File: src/sv/sldu10_pkg.sv
// ---------------------------------------------------------------------------
// sldu10_pkg
// shared types and constants of the raw10 line deframer / unpacker
// ---------------------------------------------------------------------------
package sldu10_pkg;

	// one input transfer: a byte of the frame stream and its framing marks
	typedef struct packed {
		logic [7:0] data_byte;
		logic       frame_start;
		logic       frame_end;
	} in_item_t;

	// one result transfer
	typedef struct packed {
		logic [7:0] pixel;
		logic       line_last;
		logic       discard_line;
	} out_item_t;

	// configuration register file contents
	typedef struct packed {
		logic [39:0] line_magic;
		logic [14:0] line_length;
		logic [13:0] video_offset;
		logic [13:0] pix_width;
	} cfg_t;

	// classified work item passed from front to back
	typedef struct packed {
		logic       discard;
		logic       last;
		logic [2:0] phase;
		logic [7:0] cur_byte;
		logic [7:0] prev_byte;
	} cmd_t;

	// register indexes (byte address = 8 * index)
	localparam logic [1:0] REG_LINE_MAGIC   = 2'd0;
	localparam logic [1:0] REG_LINE_LENGTH  = 2'd1;
	localparam logic [1:0] REG_VIDEO_OFFSET = 2'd2;
	localparam logic [1:0] REG_PIX_WIDTH    = 2'd3;

	localparam int unsigned ADDR_W = 5;
	localparam int unsigned DATA_W = 64;

	// reset values of the registers
	localparam logic [39:0] RST_LINE_MAGIC   = 40'd0;
	localparam logic [14:0] RST_LINE_LENGTH  = 15'd16384;
	localparam logic [13:0] RST_VIDEO_OFFSET = 14'd16;
	localparam logic [13:0] RST_PIX_WIDTH    = 14'd4096;

	// byte position inside a five-byte raw10 group
	localparam logic [2:0] PH_B0 = 3'd0;
	localparam logic [2:0] PH_B1 = 3'd1;
	localparam logic [2:0] PH_B2 = 3'd2;
	localparam logic [2:0] PH_B3 = 3'd3;
	localparam logic [2:0] PH_B4 = 3'd4;

	localparam int unsigned HEADER_BYTES = 5;
	localparam int unsigned MIN_LINE_BYTES = 8;

	// depth of the queue between front and back
	localparam int unsigned QUEUE_DEPTH = 4;

endpackage

File: src/sv/sldu10_cfg.sv
// ---------------------------------------------------------------------------
// sldu10_cfg
// apb register file holding the deframer configuration
// ---------------------------------------------------------------------------
module sldu10_cfg (
	input  logic                                clk,
	input  logic                                arst_n,
	input  logic                                psel,
	input  logic                                penable,
	input  logic                                pwrite,
	input  logic [sldu10_pkg::ADDR_W-1:0]       paddr,
	input  logic [sldu10_pkg::DATA_W-1:0]       pwdata,
	output logic [sldu10_pkg::DATA_W-1:0]       prdata,
	output logic                                pready,
	output sldu10_pkg::cfg_t                    cfg
);

	sldu10_pkg::cfg_t cfg_q;
	logic             wr_en;
	logic [1:0]       reg_idx;

	assign pready  = 1'b1;
	assign wr_en   = psel & penable & pwrite;
	assign reg_idx = paddr[sldu10_pkg::ADDR_W-1:3];
	assign cfg     = cfg_q;

	always_ff @(posedge clk or negedge arst_n) begin
		if (!arst_n) begin
			cfg_q.line_magic   <= sldu10_pkg::RST_LINE_MAGIC;
			cfg_q.line_length  <= sldu10_pkg::RST_LINE_LENGTH;
			cfg_q.video_offset <= sldu10_pkg::RST_VIDEO_OFFSET;
			cfg_q.pix_width    <= sldu10_pkg::RST_PIX_WIDTH;
		end else if (wr_en) begin
			case (reg_idx)
				sldu10_pkg::REG_LINE_MAGIC:   cfg_q.line_magic   <= pwdata[39:0];
				sldu10_pkg::REG_LINE_LENGTH:  cfg_q.line_length  <= pwdata[14:0];
				sldu10_pkg::REG_VIDEO_OFFSET: cfg_q.video_offset <= pwdata[13:0];
				sldu10_pkg::REG_PIX_WIDTH:    cfg_q.pix_width    <= pwdata[13:0];
				default: ;
			endcase
		end
	end

	always_comb begin
		case (reg_idx)
			sldu10_pkg::REG_LINE_MAGIC:   prdata = {24'd0, cfg_q.line_magic};
			sldu10_pkg::REG_LINE_LENGTH:  prdata = {49'd0, cfg_q.line_length};
			sldu10_pkg::REG_VIDEO_OFFSET: prdata = {50'd0, cfg_q.video_offset};
			sldu10_pkg::REG_PIX_WIDTH:    prdata = {50'd0, cfg_q.pix_width};
			default:                      prdata = '0;
		endcase
	end

endmodule

File: src/sv/sldu10_front.sv
// ---------------------------------------------------------------------------
// sldu10_front
// line tracking, header check, pixel classification, one byte per fire cycle
// ---------------------------------------------------------------------------
module sldu10_front #(
	parameter int unsigned MAX_LINE_BYTES = 16384,
	parameter int unsigned MAX_WIDTH      = 8192
) (
	input  logic                 clk,
	input  logic                 arst_n,
	input  sldu10_pkg::cfg_t     cfg,
	input  logic                 fire,
	input  sldu10_pkg::in_item_t sample,
	output logic                 cmd_valid,
	output sldu10_pkg::cmd_t     cmd
);

	localparam int unsigned POS_W  = $clog2(MAX_LINE_BYTES);
	localparam int unsigned LEN_W  = ($clog2(MAX_LINE_BYTES + 1) > 15) ?
	                                 $clog2(MAX_LINE_BYTES + 1) : 15;
	localparam int unsigned PC_W   = $clog2(MAX_WIDTH + 1);
	localparam int unsigned WW     = (PC_W > 14) ? PC_W : 14;
	localparam logic [LEN_W-1:0] LEN_MAX = LEN_W'(MAX_LINE_BYTES);
	localparam logic [LEN_W-1:0] LEN_MIN = LEN_W'(sldu10_pkg::MIN_LINE_BYTES);
	localparam logic [LEN_W-1:0] HDR_LEN = LEN_W'(sldu10_pkg::HEADER_BYTES);
	localparam logic [WW-1:0]    WID_MAX = WW'(MAX_WIDTH);

	logic [POS_W-1:0] pos_q;
	logic             hdr_q;
	logic [2:0]       phase_q;
	logic [PC_W-1:0]  cnt_q;
	logic [7:0]       prev_q;

	logic [LEN_W-1:0] len_raw, len_eff, pos_ext, vstart;
	logic [WW-1:0]    wid_raw, wid_clamp, width4, cnt_inc_ext;
	logic [POS_W-1:0] pos_cur;
	logic             hdr_cur, hdr_next, match;
	logic [2:0]       phase_cur, phase_next;
	logic [PC_W-1:0]  cnt_cur, cnt_inc;
	logic [7:0]       magic_byte;
	logic             in_header, last_byte, video, emit, discard, line_done;

	always_comb begin
		// effective register values after clamping
		len_raw = LEN_W'(cfg.line_length);
		if (len_raw < LEN_MIN)      len_eff = LEN_MIN;
		else if (len_raw > LEN_MAX) len_eff = LEN_MAX;
		else                        len_eff = len_raw;
		vstart = (cfg.video_offset < 14'(sldu10_pkg::HEADER_BYTES)) ?
		         HDR_LEN : LEN_W'(cfg.video_offset);
		wid_raw   = WW'(cfg.pix_width);
		wid_clamp = (wid_raw > WID_MAX) ? WID_MAX : wid_raw;
		width4    = {wid_clamp[WW-1:2], 2'b00};

		// frame start restarts the line before the byte is handled
		pos_cur   = sample.frame_start ? '0 : pos_q;
		hdr_cur   = sample.frame_start ? 1'b0 : hdr_q;
		phase_cur = sample.frame_start ? sldu10_pkg::PH_B0 : phase_q;
		cnt_cur   = sample.frame_start ? '0 : cnt_q;
		pos_ext   = LEN_W'(pos_cur);

		last_byte = pos_ext >= (len_eff - LEN_W'(1));
		in_header = pos_ext < HDR_LEN;

		case (pos_cur[2:0])
			3'd0:    magic_byte = cfg.line_magic[39:32];
			3'd1:    magic_byte = cfg.line_magic[31:24];
			3'd2:    magic_byte = cfg.line_magic[23:16];
			3'd3:    magic_byte = cfg.line_magic[15:8];
			3'd4:    magic_byte = cfg.line_magic[7:0];
			default: magic_byte = 8'd0;
		endcase
		match = (sample.data_byte == magic_byte);

		if (!in_header)        hdr_next = hdr_cur;
		else if (pos_cur == '0) hdr_next = match;
		else                   hdr_next = hdr_cur & match;

		cnt_inc     = cnt_cur + PC_W'(1);
		cnt_inc_ext = WW'(cnt_inc);
		video = !in_header && hdr_cur && (pos_ext >= vstart) && (WW'(cnt_cur) < width4);
		emit  = video && (phase_cur != sldu10_pkg::PH_B1);
		if (!video)                            phase_next = phase_cur;
		else if (phase_cur >= sldu10_pkg::PH_B4) phase_next = sldu10_pkg::PH_B0;
		else                                   phase_next = phase_cur + 3'd1;

		discard   = (sample.frame_start && (pos_q != '0)) ||
		            (sample.frame_end && !last_byte);
		line_done = last_byte || sample.frame_end;
	end

	always_ff @(posedge clk or negedge arst_n) begin
		if (!arst_n) begin
			pos_q   <= '0;
			hdr_q   <= 1'b0;
			phase_q <= sldu10_pkg::PH_B0;
			cnt_q   <= '0;
			prev_q  <= 8'd0;
		end else if (fire) begin
			prev_q <= sample.data_byte;
			if (line_done) begin
				pos_q   <= '0;
				hdr_q   <= 1'b0;
				phase_q <= sldu10_pkg::PH_B0;
				cnt_q   <= '0;
			end else begin
				pos_q   <= pos_cur + POS_W'(1);
				hdr_q   <= hdr_next;
				phase_q <= phase_next;
				cnt_q   <= emit ? cnt_inc : cnt_cur;
			end
		end
	end

	assign cmd_valid     = fire && (discard || emit);
	assign cmd.discard   = discard;
	assign cmd.last      = emit && (cnt_inc_ext == width4);
	assign cmd.phase     = phase_cur;
	assign cmd.cur_byte  = sample.data_byte;
	assign cmd.prev_byte = prev_q;

endmodule

File: src/sv/sldu10_queue.sv
// ---------------------------------------------------------------------------
// sldu10_queue
// short fifo decoupling the classifier from the unpack/output stage
// ---------------------------------------------------------------------------
module sldu10_queue (
	input  logic             clk,
	input  logic             arst_n,
	input  logic             wr_en,
	input  sldu10_pkg::cmd_t wr_cmd,
	output logic             full,
	input  logic             rd_en,
	output logic             nonempty,
	output sldu10_pkg::cmd_t rd_cmd
);

	localparam int unsigned DEPTH = sldu10_pkg::QUEUE_DEPTH;
	localparam int unsigned PTR_W = $clog2(DEPTH);
	localparam int unsigned CNT_W = $clog2(DEPTH + 1);

	sldu10_pkg::cmd_t mem_q [DEPTH];
	logic [PTR_W-1:0] wr_ptr_q, rd_ptr_q;
	logic [CNT_W-1:0] count_q;
	logic             do_wr, do_rd;

	assign full     = (count_q == CNT_W'(DEPTH));
	assign nonempty = (count_q != '0);
	assign do_wr    = wr_en && !full;
	assign do_rd    = rd_en && nonempty;
	assign rd_cmd   = mem_q[rd_ptr_q];

	always_ff @(posedge clk) begin
		if (do_wr) begin
			mem_q[wr_ptr_q] <= wr_cmd;
		end
	end

	always_ff @(posedge clk or negedge arst_n) begin
		if (!arst_n) begin
			wr_ptr_q <= '0;
			rd_ptr_q <= '0;
			count_q  <= '0;
		end else begin
			if (do_wr) wr_ptr_q <= (wr_ptr_q == PTR_W'(DEPTH - 1)) ? '0 : wr_ptr_q + PTR_W'(1);
			if (do_rd) rd_ptr_q <= (rd_ptr_q == PTR_W'(DEPTH - 1)) ? '0 : rd_ptr_q + PTR_W'(1);
			if (do_wr && !do_rd)      count_q <= count_q + CNT_W'(1);
			else if (do_rd && !do_wr) count_q <= count_q - CNT_W'(1);
		end
	end

endmodule

File: src/sv/sldu10_back.sv
// ---------------------------------------------------------------------------
// sldu10_back
// pixel extraction from raw10 groups and the result output register
// ---------------------------------------------------------------------------
module sldu10_back (
	input  logic                  clk,
	input  logic                  arst_n,
	input  logic                  cmd_valid,
	input  sldu10_pkg::cmd_t      cmd,
	output logic                  cmd_take,
	output logic                  empty,
	input  logic                  pop,
	output sldu10_pkg::out_item_t result
);

	sldu10_pkg::out_item_t res_q, res_d;
	logic                  valid_q;

	always_comb begin
		case (cmd.phase)
			sldu10_pkg::PH_B0: res_d.pixel = cmd.cur_byte;
			sldu10_pkg::PH_B2: res_d.pixel = {cmd.prev_byte[5:0], cmd.cur_byte[7:6]};
			sldu10_pkg::PH_B3: res_d.pixel = {cmd.prev_byte[3:0], cmd.cur_byte[7:4]};
			sldu10_pkg::PH_B4: res_d.pixel = {cmd.prev_byte[1:0], cmd.cur_byte[7:2]};
			default:           res_d.pixel = 8'd0;
		endcase
		res_d.line_last    = cmd.last;
		res_d.discard_line = 1'b0;
		if (cmd.discard) begin
			res_d.pixel        = 8'd0;
			res_d.line_last    = 1'b0;
			res_d.discard_line = 1'b1;
		end
	end

	// load when the output register is free or drains this cycle
	assign cmd_take = cmd_valid && (!valid_q || pop);
	assign empty    = !valid_q;
	assign result   = res_q;

	always_ff @(posedge clk) begin
		if (cmd_take) begin
			res_q <= res_d;
		end
	end

	always_ff @(posedge clk or negedge arst_n) begin
		if (!arst_n) begin
			valid_q <= 1'b0;
		end else if (cmd_take) begin
			valid_q <= 1'b1;
		end else if (pop) begin
			valid_q <= 1'b0;
		end
	end

endmodule

File: src/sv/sensor_line_deframe_unpack10.sv
// ---------------------------------------------------------------------------
// sensor_line_deframe_unpack10
// raw10 sensor line deframer: checks line headers, unpacks packed video
// into 8-bit pixels and flags the last pixel of each line
// ---------------------------------------------------------------------------
//
// channel   handshake            payload                              
// input     push / full          sample : data_byte, frame_start, frame_end
// result    empty / pop          result : pixel, line_last, discard_line
// config    psel/penable/pwrite  paddr[4:3] register, pwdata / prdata 64 bit
//
// one byte is taken every cycle while full is low; each byte gives zero or
// one result, so the sustained rate is one byte per clock while pop keeps up
// a result is registered first in the queue, which the classifier writes,
// and then in the output register
// full rises only when the four-entry queue and the output register are both
// occupied, i.e. when the consumer holds off pop
// no clearing pass after reset; the block takes bytes from the first cycle
//
module sensor_line_deframe_unpack10 #(
	parameter int unsigned MAX_LINE_BYTES = 16384,
	parameter int unsigned MAX_WIDTH      = 8192
) (
	input  logic                                clk,
	input  logic                                arst_n,
	// byte stream in
	input  logic                                push,
	output logic                                full,
	input  sldu10_pkg::in_item_t                sample,
	// pixels out
	output logic                                empty,
	input  logic                                pop,
	output sldu10_pkg::out_item_t               result,
	// register port
	input  logic                                psel,
	input  logic                                penable,
	input  logic                                pwrite,
	input  logic [sldu10_pkg::ADDR_W-1:0]       paddr,
	input  logic [sldu10_pkg::DATA_W-1:0]       pwdata,
	output logic [sldu10_pkg::DATA_W-1:0]       prdata,
	output logic                                pready
);

	sldu10_pkg::cfg_t cfg;
	sldu10_pkg::cmd_t front_cmd, queue_cmd;
	logic             fire;
	logic             front_valid;
	logic             queue_nonempty;
	logic             back_take;

	// an input transfer completes whenever the queue has room
	assign fire = push && !full;

	// configuration registers
	sldu10_cfg u_cfg (
		.clk     (clk),
		.arst_n  (arst_n),
		.psel    (psel),
		.penable (penable),
		.pwrite  (pwrite),
		.paddr   (paddr),
		.pwdata  (pwdata),
		.prdata  (prdata),
		.pready  (pready),
		.cfg     (cfg)
	);

	// front: line position, header match, group phase and pixel count
	sldu10_front #(
		.MAX_LINE_BYTES (MAX_LINE_BYTES),
		.MAX_WIDTH      (MAX_WIDTH)
	) u_front (
		.clk       (clk),
		.arst_n    (arst_n),
		.cfg       (cfg),
		.fire      (fire),
		.sample    (sample),
		.cmd_valid (front_valid),
		.cmd       (front_cmd)
	);

	// decoupling queue; its full flag is what the producer sees
	sldu10_queue u_queue (
		.clk      (clk),
		.arst_n   (arst_n),
		.wr_en    (front_valid),
		.wr_cmd   (front_cmd),
		.full     (full),
		.rd_en    (back_take),
		.nonempty (queue_nonempty),
		.rd_cmd   (queue_cmd)
	);

	// back: bit extraction and the output register
	sldu10_back u_back (
		.clk       (clk),
		.arst_n    (arst_n),
		.cmd_valid (queue_nonempty),
		.cmd       (queue_cmd),
		.cmd_take  (back_take),
		.empty     (empty),
		.pop       (pop),
		.result    (result)
	);

endmodule
File: config.mk
export PLATFORM = sky130hd
export DESIGN_NAME = sensor_line_deframe_unpack10
export DESIGN_NICKNAME = d
export VERILOG_FILES = /design/src/sv/sldu10_pkg.sv /design/src/sv/sldu10_cfg.sv /design/src/sv/sldu10_front.sv /design/src/sv/sldu10_queue.sv /design/src/sv/sldu10_back.sv /design/src/sv/sensor_line_deframe_unpack10.sv
export SDC_FILE = /design/constraint.sdc
export NUM_CORES = 1
export LEC_CHECK = 0
export BUFFER_PORTS_ARGS = -buffer_cell sky130_fd_sc_hd__buf_2
export CAP_MARGIN = 20
export CORE_MARGIN = 2
export CORE_UTILIZATION = 35
export CTS_BUF_LIST = sky130_fd_sc_hd__clkbuf_16
export CTS_CLUSTER_SIZE = 30
export DETAILED_ROUTE_END_ITERATION = 10
export GPL_ROUTABILITY_DRIVEN = 0
export MAX_ROUTING_LAYER = met4
export SLEW_MARGIN = 20
export SYNTH_ARGS = -nofsm -noshare
export SYNTH_HDL_FRONTEND = slang
export SYNTH_SLANG_ARGS = --single-unit
export TNS_END_PERCENT = 50
File: constraint.sdc
create_clock -name clk -period 11.9 [get_ports clk]
set_clock_uncertainty 0.1 [all_clocks]
set_input_delay 2.38 -clock clk [delete_from_list [all_inputs] [get_ports clk]]
set_output_delay 2.38 -clock clk [all_outputs]
set_load 0.03 [all_outputs]
## After elaboration in Yosys (flattened, before gate mapping)

Memory sizes are Yosys's and may differ from the RTL's.
Cells that the tools add are included.
Widths: inputs -> output; s select.

| word-level totals | value |
|---|---|
| flip-flop bits (word level) | 141 |
| bits in latches | 0 |
| memory bits (writable) | 84 |
| ROM bits | 0 |
| bits of input ports | 86 |
| output and inout bits | 77 |
| logic and storage cells | 118 |
| memories | 1 |

Memories:

| memory | depth | bits a word | read ports | clocked after memory_dff | write ports | line | RTL |
|---|---|---|---|---|---|---|---|
| u_queue.mem_q | 4 | 21 | 1 | 0 | 1 | sldu10_queue.sv:20 | `sldu10_pkg::cmd_t mem_q [DEPTH];` |

| cells by class | value |
|---|---|
| $add $sub $neg | 8 |
| multiply operators | 0 |
| div/mod/pow operators | 0 |
| order comparisons | 9 |
| equal/unequal tests | 16 |
| shifts and indexed selects | 0 |
| multiplexer cells | 29 |
| bitwise logic cells | 3 |
| reduce and logical (&&, ||, !) cells | 36 |

Operators with widths:

| cell | count |
|---|---|
| $pmux 64 s4 | 1 |
| $mux 14 | 7 |
| $pmux 8 s5 | 1 |
| $pmux 8 s4 | 1 |
| $ge 14x15->1 | 2 |
| $mux 15 | 2 |
| $add 14x1->14 const B | 2 |
| $lt 14x3->1 const B | 2 |
| $mux 3 | 6 |
| $gt 15x15->1 const B | 1 |
| $lt 15x4->1 const B | 1 |
| $sub 15x1->15 const B | 1 |
| $eq 14x14->1 | 1 |
| $gt 14x14->1 const B | 1 |
| $logic_and 1x1->1 | 14 |
| $logic_not 14->1 | 1 |
| $lt 14x14->1 | 1 |
| $reduce_bool 14->1 | 1 |
| $eq 3x2->1 const B | 4 |
| $eq 3x3->1 const B | 3 |
| $mux 1 | 9 |
| $eq 2x2->1 const B | 4 |
| $eq 8x8->1 | 1 |
| $reduce_and 2->1 | 4 |
| other kinds (15) | 30 |

## Logic depth before layout (Yosys ltp)

Gate-level depths: netlist of run 1.

| depth | value |
|---|---|
| depth after elaboration | 15 |
| mapped depth | 24 |
| gate-level depth less buffers | 24 |

## By module

Synthesis of run 1 repeated with hierarchy kept, for this count alone.

| unflattened totals | value |
|---|---|
| cell total of the unflattened synthesis | 1034 |
| area total of the unflattened synthesis | 12776.0 um2 |

By module, submodules not included:

| module | instances | cells an instance | area each (um2) | seq. area each (um2) |
|---|---|---|---|---|
| sldu10_front | 1 | 584 | 4673.2 | 1001.0 |
| sldu10_cfg | 1 | 256 | 3896.2 | 2080.7 |
| sldu10_queue | 1 | 147 | 3520.9 | 2697.6 |
| sldu10_back | 1 | 46 | 671.9 | 325.3 |
| sensor_line_deframe_unpack10 | 1 | 1 | 13.8 | 0.0 |

## Least setup slack after synthesis of run 1

No wires, ideal clock.

| timing path | value |
|---|---|
| kind | in2out |
| from | input port paddr[4] (netlist name) |
| to | output port prdata[0] (netlist name) |
| arrival | 3.962 ns |
| data required time | 9.420 ns |
| setup slack | 5.458 ns |
| stages on the path | 3 |
| buffers on the path | 2 |
| cell sequence | clkbuf_1 -> clkbuf_1 -> mux4_2 |

| on the way | value |
|---|---|
| word-level cells in the longest chain between the ends | 2 |
| elaborated cells between the ends (all ways) | 5 |
| those cells by class | 3 x eq/ne; 1 x mux; 1 x reduce/logical |

Ends and longest elaborated chain:

| element | line | RTL |
|---|---|---|
| from (decl) | sensor_line_deframe_unpack10.sv:38 | `input logic [sldu10_pkg::ADDR_W-1:0] paddr,` |
| $eq 2x2->1, or another cell as far along | sldu10_cfg.sv:45 | `case (reg_idx)` |
| $pmux 64 s4 * | sldu10_cfg.sv:45 |  |
| to (decl) | sensor_line_deframe_unpack10.sv:40 | `output logic [sldu10_pkg::DATA_W-1:0] prdata,` |

Every way passes the cells marked *; elsewhere a longest branch is shown, timed or not. The select of a mux whose other input is x is not followed.

==> run summary, run 1 <==
PD cells - 184 nW/um^2
Initial DRC Count - 655
clock sink total - 215
Overall Power - 2510 uW
Fin. Hold Viols - 0
Hold Path Depth - 1
Initial Util - 0.353
vias in the first global route - 8579
clock latency on the worst-skew pair - 0.51 ns
Final Non-Filler Cells - 1624
Inserted Clock Buffers - 23
CTS Hold Bufs - 0
# DRC - 0
Startpoint Class - input port
WL final - 31500 um
sequential area share after synthesis - 0.480
GRT overflow - 0
max cap viols - 0
initial antenna violation count - 0
die width - 190 um
Leak - 0.00565 uW
Simple-Gate Fraction of Synth Area - 0.139
Slew Viols, Final - 0
final setup vio count - 0
cells after synthesis - 1059
Yosys top cell by area - dfrtp_1
# diodes - 0
Tmin final - 7.16 ns
RSZ-0062 raised after global routing - false
post-synthesis xor/xnor area fraction - 0.0207
Fin Setup TNS - 0 ns
main combinational cell family by area after synthesis - multiplexers
synthesized cell area - 12100 um^2
dpl cells - 1582
CTS tree - done
Max clock buf depth - 3
multi-input logic area - 5830 um^2
crit path DAT - 7.18 ns
routed via count - 8760
post_cts resized - 0
Post-synth EDFFs - 86
Final ANT Viol Nets - 0
largest net degree at the start of global routing - 67
Core ar. - 34300 um^2
Syn Area/Cell - 11.4 um^2
P&R area growth vs syn - 12.9%
routed len/inst - 19.4 um
status - complete, no violations
clock root cell - clkbuf_16
Yosys warnings - 0
clock transition at the registers of the reported paths - 0.06 ns
Req. time, crit path - 11.92 ns
Most used DFF post-synth - dfrtp_1
HPWL after detailed placement - 22800 um
Netlist cell types - 82
Final nets - 1295
fmax - 140 MHz
first-pass GRT wire length - 49300 um
post-synthesis mux area share - 0.143
number of post-CTS setup repair buffers - 0
DR vias/cell - 5.39
FF+latch count, synth - 215
PortBufs - 110
Synth area leaders - dfrtp_1 26%, edfxtp_1 21%, mux2_2 7.2%, mux4_2 6.1%, ha_1 5.8%
GRT Util Overall - 0.178
CP endpoint kind - register
Async SR Flop Fraction - 0.600
share of layout cells above drive strength 1 - 0.234
highest fanout seen on the critical path - 47
HP Class - reg2reg
Final period util - 0.602
DRT Pass-1 Iters - 5
R2R depth - 20
# IOs - 163
peak supply drop - 0.134 mV
FF/Latch Area - 5810 um^2
post-synthesis compound-gate area fraction - 0.111
Core Rows - 68
adder-cell area share of the yosys netlist - 0.0595
die area - 36100 um^2
Least-Margin Pin Slew - 1.06 ns
max_slew headroom - 0.294
Die H - 190 um
kind of critical path - in2reg
filler instances - 3324
htree depth - 1
Synth top area share - 0.260
==> cells in the mapped netlist, drive strengths merged, types with 32 or more instances <==
master	number
and2	33
ha	56
buf	43
mux4	33
nor2	45
edfxtp	86
nand2	85
o21ai	53
dfrtp	126
mux2	78
inv	42
nand3	32
==> state kept, by name, indices dropped and copies added (netlist names) <==
name,flops
u_queue.mem_q,76
u_queue.rd_ptr_q,2
u_front.phase_q,3
u_front.prev_q,6
u_back.result,10
u_queue.count_q,3
u_queue.wr_ptr_q,2
u_cfg.cfg,83
u_front.pos_q,14
u_back.valid_q,1
u_front.cnt_q,14
u_front.hdr_q,1
==> placed cells by master, fill, tap and decap left out, drive strengths merged, types with 45 or more instances in the layout <==
cell,Yosys,final
ha,56,56
edfxtp,86,86
dfrtp,126,126
mux2,78,78
buf,43,119
nand2,85,85
inv,42,54
o21ai,53,53
nor2,45,45
==> cell families (layout without fill, tap and decap cells) <==
| logic type | after synthesis | after routing |
|---|---|---|
| other | 2 | 25 |
| AO/OA/AOI/OAI | 195 | 195 |
| flip-flops | 215 | 215 |
| adder cells (fa/ha/maj) | 57 | 57 |
| buffers and inverters | 116 | 203 |
| multiplexers | 122 | 122 |
| XOR/XNOR | 27 | 27 |
| AND/OR/NAND/NOR | 325 | 325 |
==> worst paths after layout <==
path / startpoint / to / slack, ns
worst max-delay path: sample[1] / u_queue.mem_q[0][4]$_DFFE_PP_ / 4.74
max in group asynchronous: arst_n / u_front.prev_q[1]$_DFFE_PN0P_ / 8.61
min in group asynchronous: arst_n / u_cfg.cfg[49]$_DFFE_PN0P_ / 1.77
worst min-delay path: u_queue.count_q[2]$_DFFE_PN0P_ / u_queue.count_q[2]$_DFFE_PN0P_ / 0.40
worst max register to register: u_cfg.cfg[38]$_DFFE_PN0P_ / u_queue.mem_q[0][4]$_DFFE_PP_ / 5.57
worst min register to register: u_queue.count_q[2]$_DFFE_PN0P_ / u_queue.count_q[2]$_DFFE_PN0P_ / 0.40
==> area by class of cell <==
cell class	count	share of cell area
tap	455	0.0416
timing repair buffer	119	0.0456
multi-input combinational	751	0.426
sequential	215	0.425
clock buffer	23	0.0421
inverter	42	0.0115
clock inverter	19	0.00796
==> layer usage <==
layer  track usage  share of wire  vias to the layer above
li1              -              -                     4084
met1         0.251           0.46                     4404
met2         0.277           0.47                      237
met3        0.0284          0.054                       35
met4        0.0298          0.014                        0
met5             -              0                        -
==> critical path, stage by stage <==
cell and delay [ns]:
buf_2 0.65, nand2b_1 0.61, inv_1 0.48, ha_1 0.43, o211a_1 0.21, o31ai_1 0.08, a221o_1 0.20, a21oi_1 0.06
buf_4 0.21, o31ai_1 0.63, o21a_1 0.36, and2_1 0.86
==> through the flow <==
step                area (um^2)  setup slack [ns]  utilization  hold WS, ns
floorplan                 12200              5.46            -        0.356
global placement          13000              4.36        0.379        0.381
detailed placement        13000              4.26        0.379        0.380
CTS                       13700              4.80        0.399        0.395
global route              13700              4.43        0.399        0.406
finish                    13700              4.74        0.399        0.396
==> report_power, final <==
part	switching [uW]	leakage (uW)	internal [uW]
logic	453	0.00286	324
clock network	291	0.000373	372
registers	141	0.00241	933
(Power assumes the default switching activity.)
==> inputs of run 2 (changes only) <==
==> constraint.sdc (replaced) <==
create_clock -name clk -period 6.9 [get_ports clk]
set_clock_uncertainty 0.1 [all_clocks]
set_input_delay 1.38 -clock clk [delete_from_list [all_inputs] [get_ports clk]]
set_output_delay 1.38 -clock clk [all_outputs]
set_load 0.03 [all_outputs]
==> run 2 against run 1 <==
Combinational power increased by 72%; cell count increased by 0.49%; clock power increased by 90%; global-route usage decreased by 0.15 points; critical path depth increased by 12; largest power group unchanged.
==> run summary, run 2 (synthesis gave the netlist of run 1 again) <==
status - complete, no violations (unchanged)
max_slew headroom - 0.302 (was 0.294)
Critical-path top delay cell - o31ai_1 (was and2_1)
post_cts resized - 0 (unchanged)
Slew Viols, Final - 0 (unchanged)
GRT overflow - 0 (unchanged)
max reg flops - 83 (unchanged)
R2R depth - 24 (was 20)
die width - 190 um (unchanged)
CTS Hold Bufs - 0 (unchanged)
hold slack - 0.403 ns (was 0.396 ns)
Worst R2R Setup Slack - 0.69 ns (was 5.57 ns)
largest net degree at the start of global routing - 81 (was 67)
post-route cell area - 13800 um^2 (was 13700 um^2)
commonest non-fill, non-tap cell in the layout - dfrtp_1 (unchanged)
Inserted Clock Buffers - 24 (was 23)
max cap viols - 0 (unchanged)
first-pass GRT wire length - 49600 um (was 49300 um)
routed via count - 8794 (was 8760)
Overall Power - 4450 uW (was 2510 uW)
R2R Path Start - u_cfg.cfg[37]$_DFFE_PN0P_ (was u_cfg.cfg[38]$_DFFE_PN0P_)
Leak - 0.00572 uW (was 0.00565 uW)
Final period util - 0.900
RSZ-0062 raised after global routing - false (unchanged)
clock root cell - clkbuf_16 (unchanged)
largest stage delay on the critical path - 0.73 ns (was 0.86 ns)
Hold Startpoint - u_queue.count_q[2]$_DFFE_PN0P_ (unchanged)
fmax - 161 MHz
crit path DAT - 6.55 ns (was 7.18 ns)
RR Endpoint - u_queue.count_q[2]$_DFFE_PN0P_ (was u_queue.mem_q[0][4]$_DFFE_PP_)
# diodes - 0 (unchanged)
clock transition at the registers of the reported paths - 0.06 ns (about the same)
Req. time, crit path - 7.24 ns (was 11.92 ns)
CP endpoint kind - register (unchanged)
Initial DRC Count - 636 (was 655)
Tmin final - 6.21 ns
CTS tree - done (unchanged)
GRT Util Overall - 0.177 (was 0.178)
# IOs - 163 (unchanged)
most frequent cells in the layout - 126 x dfrtp_1, 109 x buf_2, 86 x edfxtp_1, 85 x nand2_1, 77 x mux2_2 (unchanged)
Core ar. - 34300 um^2 (unchanged)
PD cells - 322 nW/um^2 (was 184 nW/um^2)
vias in the first global route - 8682 (was 8579)
Initial Util - 0.353 (unchanged)
Final nets - 1302 (was 1295)
peak supply drop - 0.254 mV (was 0.134 mV)
Max clock buf depth - 3 (unchanged)
routed len/inst - 19.0 um (was 19.4 um)
clock latency on the worst-skew pair - 0.53 ns (was 0.51 ns)
Worst Hold End - u_queue.count_q[2]$_DFFE_PN0P_ (unchanged)
htree depth - 1 (unchanged)
die area - 36100 um^2 (unchanged)
Placed Area - 13000 um^2 (about the same)
filler instances - 3313 (was 3324)
number of post-CTS setup repair buffers - 0 (unchanged)
CP Cell Sequence - or4_1 -> nor3_1 -> and3_1 -> nor2_1 -> nand2_1 -> ha_1 -> o21a_1 -> o21ai_0 -> a21oi_1 -> a21o_1 -> nand3_1 -> ha_1 -> a211oi_1 -> nor2_1 -> nor3_1 -> a21oi_1 -> o31ai_1 -> o21a_1 -> ha_1 -> inv_1 -> fa_1 -> xor2_1 -> nor2_1 -> xor2_1 (was buf_2 -> nand2b_1 -> inv_1 -> ha_1 -> o211a_1 -> o31ai_1 -> a221o_1 -> a21oi_1 -> buf_4 -> o31ai_1 -> o21a_1 -> and2_1)
Final ANT Viol Nets - 0 (unchanged)
Fin. Hold Viols - 0 (unchanged)
# DRC - 0 (unchanged)
HPWL after detailed placement - 22700 um (was 22800 um)
Startpoint Class - register (was input port)
P&R area growth vs syn - 14.1% (was 12.9%)
DR vias/cell - 5.39 (about the same)
highest fanout seen on the critical path - 7 (was 47)
Hold Path Depth - 1 (unchanged)
clock sink total - 215 (unchanged)
DRT Pass-1 Iters - 5 (unchanged)
share of layout cells above drive strength 1 - 0.241 (was 0.234)
HP Class - reg2reg (unchanged)
kind of critical path - reg2reg (was in2reg)
Least-Margin Pin Slew - 1.04 ns (was 1.06 ns)
initial antenna violation count - 0 (unchanged)
final setup vio count - 0 (unchanged)
Fin Setup TNS - 0 ns (unchanged)
Critical path origin - u_cfg.cfg[37]$_DFFE_PN0P_ (was sample[1])
WL final - 31000 um (was 31500 um)
Die H - 190 um (unchanged)
Core Rows - 68 (unchanged)
Core Util, Final - 0.403 (was 0.399)
PortBufs - 110 (unchanged)
[run 2: cell count changes in the layout (fill, tap and decap cells not counted), moves of 2 or more]
cell       before  now
buf_4           9   15
clkinv_2        2    4
inv_1          53   51
bufinv_16       1    3
[run 2: layout make-up]
type                    count  area (um^2)  area share
clock inverters            20          176      0.0128
well taps                 455          569      0.0412
inverters                  42          158      0.0114
repair buffers            125          669      0.0484
clock buffers              24          601      0.0435
flip-flops and latches    215         5810       0.421
multi-input cells         751         5830       0.422
[run 2: worst max path at each step]
stage,to,cells past startpoint
6_report,u_queue.count_q[2]$_DFFE_PN0P_,24
5_1_grt,u_queue.count_q[2]$_DFFE_PN0P_,24
4_1_cts,u_queue.count_q[2]$_DFFE_PN0P_,24
3_5_place_dp,u_queue.count_q[2]$_DFFE_PN0P_,24
3_3_place_gp,u_queue.count_q[2]$_DFFE_PN0P_,24
2_1_floorplan,u_queue.count_q[2]$_DFFE_PN0P_,18
[run 2: power breakdown]
part | internal [uW] | switching [uW]
registers | 1610 | 243
clock network | 745 | 517
logic | 564 | 772
total | 2920 | 1530
[run 2: worst max-delay path, delay by kind of cell, from the launching register on]
kind                     cells  cell delay (ns)
AO/OA/AOI/OAI                8             2.33
XOR/XNOR                     2             0.32
adder cells (fa/ha/maj)      4             1.18
buffers and inverters        1             0.06
flip-flops                   1             0.45
AND/OR/NAND/NOR              9             1.69
[run 2: metrics by stage]
step | instances | setup slack [ns]
3_5_place_dp | 1588 | 0.806
6_report | 1632 | 0.693
4_1_cts | 1632 | 0.768
5_1_grt | 1632 | 0.156
2_1_floorplan | 1082 | 1.62
3_3_place_gp | 1588 | 0.868
[run 2: routing by layer]
layer  vias up  wire length, um  track usage
met3        36             1370       0.0208
met5         -                0            -
met4         0              451       0.0274
met1      4408            14600        0.249
met2       237            14600        0.281
li1       4113                -            -
==> inputs of run 3 (changes only) <==
--- a/config.mk
+++ b/config.mk
@@ -14,8 +14,10 @@
 export DETAILED_ROUTE_END_ITERATION = 10
 export GPL_ROUTABILITY_DRIVEN = 0
 export MAX_ROUTING_LAYER = met4
+export PLACE_DENSITY_LB_ADDON = 0.05
 export SLEW_MARGIN = 20
 export SYNTH_ARGS = -nofsm -noshare
 export SYNTH_HDL_FRONTEND = slang
+export SYNTH_HIERARCHICAL = 1
 export SYNTH_SLANG_ARGS = --single-unit
 export TNS_END_PERCENT = 50
==> run 3 against run 2 <==
Sequential power barely moved; global-route usage is 0.46 points higher; flip-flop and latch count is the same; via count is 6.3% lower; clock power is 10% higher; setup slack gained 0.37 ns; routed wire length rose by 4.7%; critical path type unchanged; largest cell class unchanged; largest power group unchanged.
==> run summary, run 3 <==
Core Rows - 68 (unchanged)
clock transition at the registers of the reported paths - 0.06 ns (about the same)
die width - 192 um (was 190 um)
max cap viols - 0 (unchanged)
initial antenna violation count - 0 (unchanged)
Fin Setup TNS - 0 ns (unchanged)
Fin. Hold Viols - 0 (unchanged)
share of layout cells above drive strength 1 - 0.293 (was 0.241)
clock sink total - 215 (unchanged)
CTS Hold Bufs - 0 (unchanged)
Syn Area/Cell - 12.2 um^2 (was 11.4 um^2)
PortBufs - 110 (unchanged)
Placed Area - 13300 um^2 (was 13000 um^2)
# DRC - 0 (unchanged)
Die H - 192 um (was 190 um)
DRT Pass-1 Iters - 4 (was 5)
GRT overflow - 0 (unchanged)
dpl cells - 1543 (was 1588)
WL final - 32500 um (was 31000 um)
combinational power share - 0.320 (was 0.300)
Final Non-Filler Cells - 1590 (was 1632)
GRT busiest layer - met2 (unchanged)
synthesized cell area - 12400 um^2 (was 12100 um^2)
max reg flops - 83 (unchanged)
Core ar. - 34700 um^2 (was 34300 um^2)
Seq pwr share - 0.390 (was 0.416)
Clk pwr share - 0.290 (was 0.284)
HPWL after detailed placement - 23400 um (was 22700 um)
P_sw - 1640 uW (was 1530 uW)
Inserted Clock Buffers - 26 (was 24)
largest net degree at the start of global routing - 68 (was 81)
crit path DAT - 6.20 ns (was 6.55 ns)
Startpoint Class - register (unchanged)
CTS tree - done (unchanged)
Hold Path Depth - 0 (was 1)
filler instances - 3359 (was 3313)
commonest non-fill, non-tap cell in the layout - dfrtp_1 (unchanged)
kind of critical path - reg2reg (unchanged)
peak supply drop - 0.187 mV (was 0.254 mV)
Final period util - 0.845 (was 0.900)
P_int - 3150 uW (was 2920 uW)
routed via count - 8242 (was 8794)
P&R area growth vs syn - 13.8% (was 14.1%)
DR vias/cell - 5.18 (was 5.39)
RSZ-0062 raised after global routing - false (unchanged)
status - complete, no violations (unchanged)
Leak - 0.00599 uW (was 0.00572 uW)
htree depth - 1 (unchanged)
final setup vio count - 0 (unchanged)
R2R depth - 27 (was 24)
clock latency on the worst-skew pair - 0.55 ns (was 0.53 ns)
Final nets - 1259 (was 1302)
largest stage delay on the critical path - 0.45 ns (was 0.73 ns)
Tmin final - 5.83 ns (was 6.21 ns)
HP Class - reg2reg (unchanged)
post_cts resized - 0 (unchanged)
vias in the first global route - 8345 (was 8682)
Least-Margin Pin Slew - 1.04 ns (about the same)
Max clock buf depth - 3 (unchanged)
max_slew headroom - 0.305 (was 0.302)
Overall Power - 4790 uW (was 4450 uW)
grt met1 use - 0.241 (was 0.249)
PnR worst setup slack - 1.07 ns (was 0.693 ns)
Initial Util - 0.358 (was 0.353)
Place WS - 1.02 ns (was 0.806 ns)
Req. time, crit path - 7.26 ns (was 7.24 ns)
GRT Util Overall - 0.182 (was 0.177)
fmax - 171 MHz (was 161 MHz)
Initial DRC Count - 449 (was 636)
die area - 37000 um^2 (was 36100 um^2)
sw frac - 0.343 (was 0.345)
cells after synthesis - 1020 (was 1059)
highest fanout seen on the critical path - 6 (was 7)
CP endpoint kind - register (unchanged)
Yosys warnings - 6 (was 0)
Final ANT Viol Nets - 0 (unchanged)
Critical-path top delay cell - dfrtp_1 (was o31ai_1)
number of post-CTS setup repair buffers - 0 (unchanged)
most frequent cells in the layout - 126 x dfrtp_1, 109 x buf_2, 86 x edfxtp_1, 82 x mux2_2, 60 x nand2_1 (was 126 x dfrtp_1, 109 x buf_2, 86 x edfxtp_1, 85 x nand2_1, 77 x mux2_2)
# diodes - 0 (unchanged)
post-route cell area - 14100 um^2 (was 13800 um^2)
PD cells - 339 nW/um^2 (was 322 nW/um^2)
# IOs - 163 (unchanged)
routed len/inst - 20.4 um (was 19.0 um)
met2 Use GR - 0.302 (was 0.281)
Slew Viols, Final - 0 (unchanged)
first-pass GRT wire length - 50000 um (was 49600 um)
GR Util met3 - 0.0211 (was 0.0208)
clock root cell - clkbuf_16 (unchanged)
CP dominant cell by count - nor2_1
==> run 3: metal layers <==
| layer | up-vias | wire length, um |
|---|---|---|
| li1 | 3924 | - |
| met1 | 4120 | 14900 |
| met2 | 171 | 15900 |
| met3 | 27 | 1170 |
| met4 | 0 | 510 |
| met5 | - | 0 |
==> run 3: power by group through the flow <==
stage	sequential (uW)	clock (uW)	combinational [uW]
2_1_floorplan	1840	0	1180
3_3_place_gp	1900	0	1550
3_5_place_dp	1900	0	1550
4_1_cts	1880	1440	1560
5_1_grt	1910	1480	1680
6_report	1870	1390	1530
==> run 3: critical path: cells and delay by family, from the launching register on <==
kind / cells / cell delay, ns
AO/OA/AOI/OAI: 9 / 2.05
AND/OR/NAND/NOR: 10 / 1.65
adder cells (fa/ha/maj): 4 / 0.97
flip-flops: 1 / 0.45
XOR/XNOR: 2 / 0.31
buffers and inverters: 2 / 0.23
==> run 3: final cells by class <==
type	instances	area, um^2	share of cell area
multi-input combinational	706	5990	0.423
clock buffer	26	651	0.0460
clock inverter	21	228	0.0161
tap	455	569	0.0403
inverter	39	146	0.0104
timing repair buffer	128	742	0.0525
sequential	215	5810	0.411
==> run 3: through the flow <==
step / util / hold slack [ns]
6_report: 0.407 / 0.406
3_3_place_gp: 0.382 / 0.393
5_1_grt: 0.407 / 0.441
3_5_place_dp: 0.382 / 0.399
2_1_floorplan: - / 0.364
4_1_cts: 0.407 / 0.405
==> run 3: final timing paths <==
check,startpoint,end,slack (ns)
min reg2reg,u_front/prev_q[5]$_DFFE_PN0P_,u_queue/mem_q[2][5]$_DFFE_PP_,0.41
max reg2reg,u_cfg/cfg[38]$_DFFE_PN0P_,u_queue/count_q[2]$_DFFE_PN0P_,1.07
min in group asynchronous,arst_n,u_cfg/cfg[21]$_DFFE_PN0P_,0.76
max,u_cfg/cfg[38]$_DFFE_PN0P_,u_queue/count_q[2]$_DFFE_PN0P_,1.07
min,u_front/prev_q[5]$_DFFE_PN0P_,u_queue/mem_q[2][5]$_DFFE_PP_,0.41
max in group asynchronous,arst_n,u_front/prev_q[0]$_DFFE_PN0P_,4.64
